[src/hw/rtl/tmsb_pkg.sv]
// Package with operation and result codes, port widths and control structs of the timer bank.
package tmsb_pkg;

  localparam int OP_W       = 2;
  localparam int KIND_W     = 3;
  localparam int SLOT_ID_W  = 3;
  localparam int TIMEOUT_W  = 32;
  localparam int S_TDATA_W  = 40;
  localparam int M_TDATA_W  = 8;
  localparam int M_TUSER_W  = 4;

  localparam logic [OP_W-1:0] OP_TICK  = 2'd0;
  localparam logic [OP_W-1:0] OP_START = 2'd1;
  localparam logic [OP_W-1:0] OP_STOP  = 2'd2;

  localparam logic [KIND_W-1:0] KIND_STARTED = 3'd0;
  localparam logic [KIND_W-1:0] KIND_FULL    = 3'd1;
  localparam logic [KIND_W-1:0] KIND_STOPPED = 3'd2;
  localparam logic [KIND_W-1:0] KIND_ALREADY = 3'd3;
  localparam logic [KIND_W-1:0] KIND_EXPIRED = 3'd4;

  typedef struct packed {
    logic accept;
    logic scan_start;
    logic scan_step;
    logic finish;
  } cmd_t;

  typedef struct packed {
    logic hit;
    logic pend_valid;
    logic can_load;
  } status_t;

endpackage

[src/hw/rtl/tmsb_ctrl.sv]
// Controller state machine that sequences transactions and the slot scan of a tick.
module tmsb_ctrl #(
  parameter int NUM_SLOTS = 8
) (
  input  logic                        clk,
  input  logic                        rst,
  input  logic                        s_tvalid,
  input  logic [tmsb_pkg::OP_W-1:0]   op,
  input  tmsb_pkg::status_t           status,
  output logic                        s_tready,
  output tmsb_pkg::cmd_t              cmd,
  output logic [((NUM_SLOTS > 1) ? $clog2(NUM_SLOTS) : 1)-1:0] scan_idx
);

  localparam int SW = (NUM_SLOTS > 1) ? $clog2(NUM_SLOTS) : 1;
  localparam logic [SW-1:0] LAST_IDX = SW'(NUM_SLOTS - 1);

  localparam logic [1:0] ST_IDLE = 2'd0;
  localparam logic [1:0] ST_SCAN = 2'd1;
  localparam logic [1:0] ST_DONE = 2'd2;

  logic [1:0]    state;
  logic [1:0]    state_next;
  logic [SW-1:0] scan_idx_next;

  always_comb begin
    s_tready       = (state == ST_IDLE) && status.can_load;
    cmd.accept     = s_tvalid && s_tready;
    cmd.scan_start = cmd.accept && (op == tmsb_pkg::OP_TICK);
    cmd.scan_step  = (state == ST_SCAN) &&
                     !(status.hit && status.pend_valid && !status.can_load);
    cmd.finish     = (state == ST_DONE) && status.can_load;
  end

  always_comb begin
    state_next    = state;
    scan_idx_next = scan_idx;
    unique case (state)
      ST_IDLE: begin
        if (cmd.scan_start) begin
          state_next    = ST_SCAN;
          scan_idx_next = '0;
        end
      end
      ST_SCAN: begin
        if (cmd.scan_step) begin
          if (scan_idx == LAST_IDX) begin
            state_next = ST_DONE;
          end else begin
            scan_idx_next = scan_idx + SW'(1);
          end
        end
      end
      ST_DONE: begin
        if (cmd.finish) begin
          state_next = ST_IDLE;
        end
      end
      default: begin
        state_next = ST_IDLE;
      end
    endcase
  end

  always_ff @(posedge clk) begin
    if (rst) begin
      state    <= ST_IDLE;
      scan_idx <= '0;
    end else begin
      state    <= state_next;
      scan_idx <= scan_idx_next;
    end
  end

endmodule

[src/hw/rtl/tmsb_datapath.sv]
// Datapath with the slot registers, the pending expiry and the output register.
module tmsb_datapath #(
  parameter int NUM_SLOTS   = 8,
  parameter int COUNT_WIDTH = 32
) (
  input  logic                              clk,
  input  logic                              rst,
  input  tmsb_pkg::cmd_t                    cmd,
  input  logic [((NUM_SLOTS > 1) ? $clog2(NUM_SLOTS) : 1)-1:0] scan_idx,
  input  logic [tmsb_pkg::OP_W-1:0]         in_operation,
  input  logic [tmsb_pkg::TIMEOUT_W-1:0]    in_timeout_ticks,
  input  logic                              in_is_periodic,
  input  logic [tmsb_pkg::SLOT_ID_W-1:0]    in_slot_id,
  input  logic                              m_tready,
  output tmsb_pkg::status_t                 status,
  output logic                              out_valid,
  output logic [tmsb_pkg::KIND_W-1:0]       out_kind,
  output logic [tmsb_pkg::SLOT_ID_W-1:0]    out_slot,
  output logic                              out_tick_idle,
  output logic                              out_last
);

  localparam int SW = (NUM_SLOTS > 1) ? $clog2(NUM_SLOTS) : 1;

  logic [NUM_SLOTS-1:0]   enabled;
  logic [NUM_SLOTS-1:0]   periodic;
  logic [COUNT_WIDTH-1:0] reload [NUM_SLOTS];
  logic [COUNT_WIDTH-1:0] count  [NUM_SLOTS];
  logic                   pend_valid;
  logic [SW-1:0]          pend_idx;

  logic                   free_found;
  logic [SW-1:0]          free_idx;
  logic [SW-1:0]          sid_idx;
  logic                   stop_ok;
  logic                   do_start;
  logic                   do_stop;
  logic                   hit;
  logic                   scan_en;
  logic                   push;
  logic [COUNT_WIDTH-1:0] timeout_cw;
  logic [tmsb_pkg::KIND_W-1:0]    push_kind;
  logic [tmsb_pkg::SLOT_ID_W-1:0] push_slot;
  logic                   push_idle;
  logic                   push_last;

  always_comb begin
    free_found = 1'b0;
    free_idx   = '0;
    for (int i = NUM_SLOTS - 1; i >= 0; i--) begin
      if (!enabled[i]) begin
        free_found = 1'b1;
        free_idx   = SW'(i);
      end
    end
  end

  always_comb begin
    timeout_cw = COUNT_WIDTH'(in_timeout_ticks);
    sid_idx    = SW'(in_slot_id);
    stop_ok    = (int'(in_slot_id) < NUM_SLOTS) && enabled[sid_idx];
    do_start   = cmd.accept && (in_operation == tmsb_pkg::OP_START);
    do_stop    = cmd.accept && (in_operation == tmsb_pkg::OP_STOP);
    scan_en    = enabled[scan_idx];
    hit        = scan_en && (count[scan_idx] == '0);

    status.hit        = hit;
    status.pend_valid = pend_valid;
    status.can_load   = !out_valid || m_tready;

    push      = do_start || do_stop || (cmd.scan_step && hit && pend_valid) || cmd.finish;
    push_kind = tmsb_pkg::KIND_EXPIRED;
    push_slot = tmsb_pkg::SLOT_ID_W'(pend_idx);
    push_idle = 1'b0;
    push_last = 1'b1;
    if (do_start) begin
      push_kind = free_found ? tmsb_pkg::KIND_STARTED : tmsb_pkg::KIND_FULL;
      push_slot = free_found ? tmsb_pkg::SLOT_ID_W'(free_idx) : '0;
    end else if (do_stop) begin
      push_kind = stop_ok ? tmsb_pkg::KIND_STOPPED : tmsb_pkg::KIND_ALREADY;
      push_slot = in_slot_id;
    end else if (cmd.scan_step) begin
      push_last = 1'b0;
    end else if (!pend_valid) begin
      push_slot = '0;
      push_idle = 1'b1;
    end
  end

  always_ff @(posedge clk) begin
    if (rst) begin
      enabled    <= '0;
      periodic   <= '0;
      pend_valid <= 1'b0;
      out_valid  <= 1'b0;
    end else begin
      if (do_start && free_found) begin
        enabled[free_idx]  <= 1'b1;
        periodic[free_idx] <= in_is_periodic;
      end
      if (do_stop && stop_ok) begin
        enabled[sid_idx]  <= 1'b0;
        periodic[sid_idx] <= 1'b0;
      end
      if (cmd.scan_step && hit && !periodic[scan_idx]) begin
        enabled[scan_idx] <= 1'b0;
      end
      if (cmd.scan_start) begin
        pend_valid <= 1'b0;
      end else if (cmd.scan_step && hit) begin
        pend_valid <= 1'b1;
      end
      if (push) begin
        out_valid <= 1'b1;
      end else if (m_tready) begin
        out_valid <= 1'b0;
      end
    end
  end

  always_ff @(posedge clk) begin
    if (do_start && free_found) begin
      reload[free_idx] <= timeout_cw;
      count[free_idx]  <= timeout_cw;
    end
    if (cmd.scan_step && scan_en) begin
      if (hit) begin
        if (periodic[scan_idx]) begin
          count[scan_idx] <= reload[scan_idx];
        end
      end else begin
        count[scan_idx] <= count[scan_idx] - COUNT_WIDTH'(1);
      end
    end
    if (cmd.scan_step && hit) begin
      pend_idx <= scan_idx;
    end
    if (push) begin
      out_kind      <= push_kind;
      out_slot      <= push_slot;
      out_tick_idle <= push_idle;
      out_last      <= push_last;
    end
  end

  a_no_overwrite: assert property (@(posedge clk) disable iff (rst)
    push |-> (!out_valid || m_tready))
    else $error("result loaded over an unaccepted result");

  a_start_claims: assert property (@(posedge clk) disable iff (rst)
    (do_start && free_found) |=> ($countones(enabled) == $past($countones(enabled)) + 1))
    else $error("start did not claim exactly one slot");

  a_finish_last: assert property (@(posedge clk) disable iff (rst)
    cmd.finish |=> (out_valid && out_last && (out_kind == tmsb_pkg::KIND_EXPIRED)))
    else $error("tick did not close with a last expiry result");

  a_idle_only_alone: assert property (@(posedge clk) disable iff (rst)
    (push && push_idle) |-> (cmd.finish && !pend_valid))
    else $error("idle result given for a tick with an expiry");

endmodule

[src/hw/rtl/multi_slot_timer_bank_core.sv]
// Top level of the timer bank: stream ports, controller and datapath.
//
// The block holds NUM_SLOTS timers of COUNT_WIDTH bits. A start or stop transaction
// gives one result; a tick transaction walks the slots one per cycle through a single
// count decrement unit, pausing while an expiry result waits in the output register
// and the tick must load the next one. A tick gives one expiry result per expired
// slot (the final one with tlast) or one idle result. Unused operation codes are
// consumed with no result. A new transaction is taken only while the output register
// is empty or its result is taken in the same cycle.
module multi_slot_timer_bank_core #(
  parameter int NUM_SLOTS   = 8,
  parameter int COUNT_WIDTH = 32
) (
  input  logic                             clk,
  input  logic                             rst,
  input  logic                             s_tvalid,
  output logic                             s_tready,
  // timeout_ticks[31:0], is_periodic[32], slot_id[35:33], zero fill above
  input  logic [tmsb_pkg::S_TDATA_W-1:0]   s_tdata,
  // operation[1:0]
  input  logic [tmsb_pkg::OP_W-1:0]        s_tuser,
  output logic                             m_tvalid,
  input  logic                             m_tready,
  // slot[2:0], zero fill above
  output logic [tmsb_pkg::M_TDATA_W-1:0]   m_tdata,
  // kind[2:0], tick_idle[3]
  output logic [tmsb_pkg::M_TUSER_W-1:0]   m_tuser,
  output logic                             m_tlast
);

  localparam int SW = (NUM_SLOTS > 1) ? $clog2(NUM_SLOTS) : 1;

  tmsb_pkg::cmd_t                 cmd;
  tmsb_pkg::status_t              status;
  logic [SW-1:0]                  scan_idx;
  logic [tmsb_pkg::KIND_W-1:0]    out_kind;
  logic [tmsb_pkg::SLOT_ID_W-1:0] out_slot;
  logic                           out_tick_idle;

  tmsb_ctrl #(
    .NUM_SLOTS (NUM_SLOTS)
  ) u_ctrl (
    .clk      (clk),
    .rst      (rst),
    .s_tvalid (s_tvalid),
    .op       (s_tuser),
    .status   (status),
    .s_tready (s_tready),
    .cmd      (cmd),
    .scan_idx (scan_idx)
  );

  tmsb_datapath #(
    .NUM_SLOTS   (NUM_SLOTS),
    .COUNT_WIDTH (COUNT_WIDTH)
  ) u_datapath (
    .clk              (clk),
    .rst              (rst),
    .cmd              (cmd),
    .scan_idx         (scan_idx),
    .in_operation     (s_tuser),
    .in_timeout_ticks (s_tdata[31:0]),
    .in_is_periodic   (s_tdata[32]),
    .in_slot_id       (s_tdata[35:33]),
    .m_tready         (m_tready),
    .status           (status),
    .out_valid        (m_tvalid),
    .out_kind         (out_kind),
    .out_slot         (out_slot),
    .out_tick_idle    (out_tick_idle),
    .out_last         (m_tlast)
  );

  assign m_tdata = {{(tmsb_pkg::M_TDATA_W - tmsb_pkg::SLOT_ID_W){1'b0}}, out_slot};
  assign m_tuser = {out_tick_idle, out_kind};

endmodule

[config.mk]
export PLATFORM = sky130hd
export DESIGN_NAME = multi_slot_timer_bank_core
export DESIGN_NICKNAME = d
export VERILOG_FILES = /design/src/hw/rtl/tmsb_pkg.sv /design/src/hw/rtl/tmsb_ctrl.sv /design/src/hw/rtl/tmsb_datapath.sv /design/src/hw/rtl/multi_slot_timer_bank_core.sv
export SDC_FILE = /design/constraint.sdc
export NUM_CORES = 1
export LEC_CHECK = 0
export ABC_AREA = 1
export BUFFER_PORTS_ARGS = -buffer_cell sky130_fd_sc_hd__buf_2
export CAP_MARGIN = 5
export CORE_MARGIN = 2
export CORE_UTILIZATION = 63
export DETAILED_ROUTE_END_ITERATION = 7
export GPL_TIMING_DRIVEN = 1
export MAX_ROUTING_LAYER = met4
export PLACE_DENSITY_LB_ADDON = 0.08
export SYNTH_ARGS = -nofsm -noshare
export SYNTH_HDL_FRONTEND = slang
export SYNTH_SLANG_ARGS = --single-unit
[constraint.sdc]
create_clock -name clk -period 4.6 [get_ports clk]
set_input_delay 0.92 -clock clk [delete_from_list [all_inputs] [get_ports clk]]
set_output_delay 0.92 -clock clk [all_outputs]
set_load 0.1 [all_outputs]
==> qor.txt <==
Yosys warning count: 0
wire per inst: 19.79 um
reg-to-reg critical path endpoint: u_datapath.count[0][18]$_DFFE_PP_
DR DRC count: 0
core area: 37840 um^2
drt first pass iters: 6
IO Count: 61
Slew Viols, Final: 0
Die H: 200.4 um
Post-synth EDFFs: 523
DR iter-0 viols: 1879
Netlist cell types: 42
# resized after CTS: 0
global-route wire length before repair: 88780 um
RePlAce Congestion: 0.9478
Most used DFF post-synth: edfxtp_1
Leak: 10.40 nW
synthesized flop and latch total: 549
P&R area growth vs syn: 10.21%
WS Path Type: flip-flop to flip-flop
clock-pin slew of the registers on the worst-case setup and hold paths: 60 ps
Layout fillers: 2690
detailed placement HPWL: 34890 um
Worst Reg-to-Reg Cells: 17
DRT Wirelength: 58080 um
top cells by area, synth: edfxtp_1 65%, nand2_1 11%, nand3_1 3.7%
die area: 40160 um^2
CP max FO: 26
TritonCTS clock tree: yes
fraction of layout cells with a size suffix above 1: 8.971%
Max Fclk: 246.9 MHz
DRT antenna net count: 0
NumNets Final: 2426
RSZ-0062 raised after global routing: no
outcome: finished clean
WHS: 460.9 ps
setup TNS: 0 ps
Setup violations, final: 0
Slew HR: 30.30%
Post-CTS Setup Repair Bufs: 0
Tmin final: 4050 ps
crit start category: flip-flop
WHS Path Cells: 2
number of global-route vias before repair: 15980
Mapped Area: 24300 um^2
final hold vios: 0
std cell rows: 71
CTS Sinks: 549
largest net degree at the start of global routing: 157
PwrDens: 396.4 nW/um^2
initial antenna violation count: 3
Yosys top cell by area: edfxtp_1
Hold Path Class: flip-flop to flip-flop
grt ovf: 0
Num CTS Buffers: 53
Post-Syn Instances: 2345
MaxCap Viol Count: 0
fraction of registers with async set or reset after synthesis: 0%
Final WS setup: 549.9 ps
vias per cell: 5.771
Avg Cell Area, Syn: 10.36 um^2
via count: 16940
Tcrit/Tclk final: 88.05%
Worst Hold End: u_datapath.periodic[7]$_SDFF_PP0_
H-Tree Depth: 2
HP Start: u_datapath.periodic[7]$_SDFF_PP0_
crit path DAT: 4340 ps
Die X: 200.4 um
Global Route Usage Sum: 29.70%
Post-synth top cells: 686 x nand2_1, 523 x edfxtp_1, 232 x inv_1
VDD IR-drop max: 0.3577 mV
CTS Buffer Depth: 3
pre-CTS WS: 584.0 ps
post-synth top area share: 64.62%
Seq/Total Area, Yosys: 66.77%
worst-margin pin slew: 1046 ps
Starting Density: 64.22%
Worst Clk Skew: 21.65 ps
top-count cell post-synth: nand2_1
Reg2Reg Setup Slack: 550 ps
crit end category: flip-flop
final core utilization: 70.77%
number of hold buffers added after cts: 0
CTS Root Cell: clkbuf_16
CP required: 4890 ps
Clock Latency Late Sink: 600 ps
port bufs: 51
==> cells in the final DEF, fill, tap and decap left out, drive strengths merged, types with 33 or more instances in the layout <==
| cell | synthesis | layout |
|---|---|---|
| o21ai | 164 | 164 |
| nand2 | 692 | 692 |
| buf | 79 | 92 |
| o22ai | 39 | 39 |
| edfxtp | 523 | 523 |
| nand3 | 185 | 185 |
| inv | 236 | 236 |
| a21oi | 33 | 33 |
| clkbuf | 41 | 70 |
| nor2 | 228 | 228 |
==> flip-flops by register name, summed over array words and instances, names as in the netlist, named ones only <==
signal,cells
u_datapath.out_kind,3
u_datapath.out_tick_idle,1
u_ctrl.state,2
u_datapath.out_last,1
u_datapath.pend_valid,1
u_datapath.enabled,8
u_datapath.out_slot,3
u_datapath.pend_idx,3
u_ctrl.scan_idx,3
u_datapath.count,256
u_datapath.reload,256
u_datapath.periodic,8
u_datapath.out_valid,1
==> critical path: stages (launching register included) <==
cell,delay (ps)
dfxtp_4,580
buf_4,430
o21ai_1,120
o22ai_1,170
inv_1,60
o21ai_1,310
inv_1,140
ha_1,200
nand2_1,80
nor2_1,50
nand2_1,70
nor2_2,60
nand3_2,120
nand4_1,280
nand2_1,220
nand3_2,230
nor2_4,350
buf_12,260
==> where the power goes <==
group	leakage, nW	internal, W	switching [W]	total, W
combinational	4.68	0.000233	0.000693	0.000926
clock	0.794	0.00234	0.00180	0.00414
sequential	4.93	0.00553	0.0000223	0.00555
total	10.4	0.00810	0.00252	0.0106
==> metal layers <==
layer	up-vias	share of wire [%]	GRT usage, %	wire length [um]
met5	-	0	-	0
met4	0	2.3	8.042	1312
met3	117	8.3	4.540	4846
met2	739	47	46.19	27190
met1	8114	43	41.49	24730
li1	7967	-	-	-
==> how the worst max path moves through the flow <==
stage | startpoint | endpoint | slack [ps]
4_1_cts | flip-flop | u_datapath.count[0][13]$_DFFE_PP_ | 570
5_1_grt | flip-flop | u_datapath.count[0][28]$_DFFE_PP_ | 300
3_5_place_dp | flip-flop | u_datapath.count[1][27]$_DFFE_PP_ | 580
2_1_floorplan | m_tready | u_datapath.count[0][0]$_DFFE_PP_ | -330
3_3_place_gp | flip-flop | u_datapath.count[1][30]$_DFFE_PP_ | 670
6_report | flip-flop | u_datapath.count[0][18]$_DFFE_PP_ | 550
==> area by class of cell <==
type	count	area (um^2)	area share (%)
Sequential cell	549	16230	60.61
Multi-Input combinational cell	1443	6638	24.78
Clock buffer	70	1421	5.307
Inverter	237	897.1	3.350
Timing Repair Buffer	92	713.2	2.663
Tap cell	511	639.4	2.387
Clock inverter	28	227.7	0.8502
Antenna cell	5	12.51	0.04672
==> metrics by stage <==
step,power (W),std cells,cell area [um^2]
5_1_grt,0.01093,2933,26780
4_1_cts,0.01064,2930,26770
3_3_place_gp,0.006536,2832,25120
6_report,0.01062,2935,26780
3_5_place_dp,0.006558,2832,25120
2_1_floorplan,0.006251,2349,24340
==> cell families after synthesis <==
kind of cell	synth area share, %
AND/OR/NAND/NOR	18.85
buffers and inverters	6.477
other	0.01543
adder cells (fa/ha/maj)	0.2059
flip-flops	66.77
AO/OA/AOI/OAI	6.889
XOR/XNOR	0.7929
(Power assumes the default switching activity.)
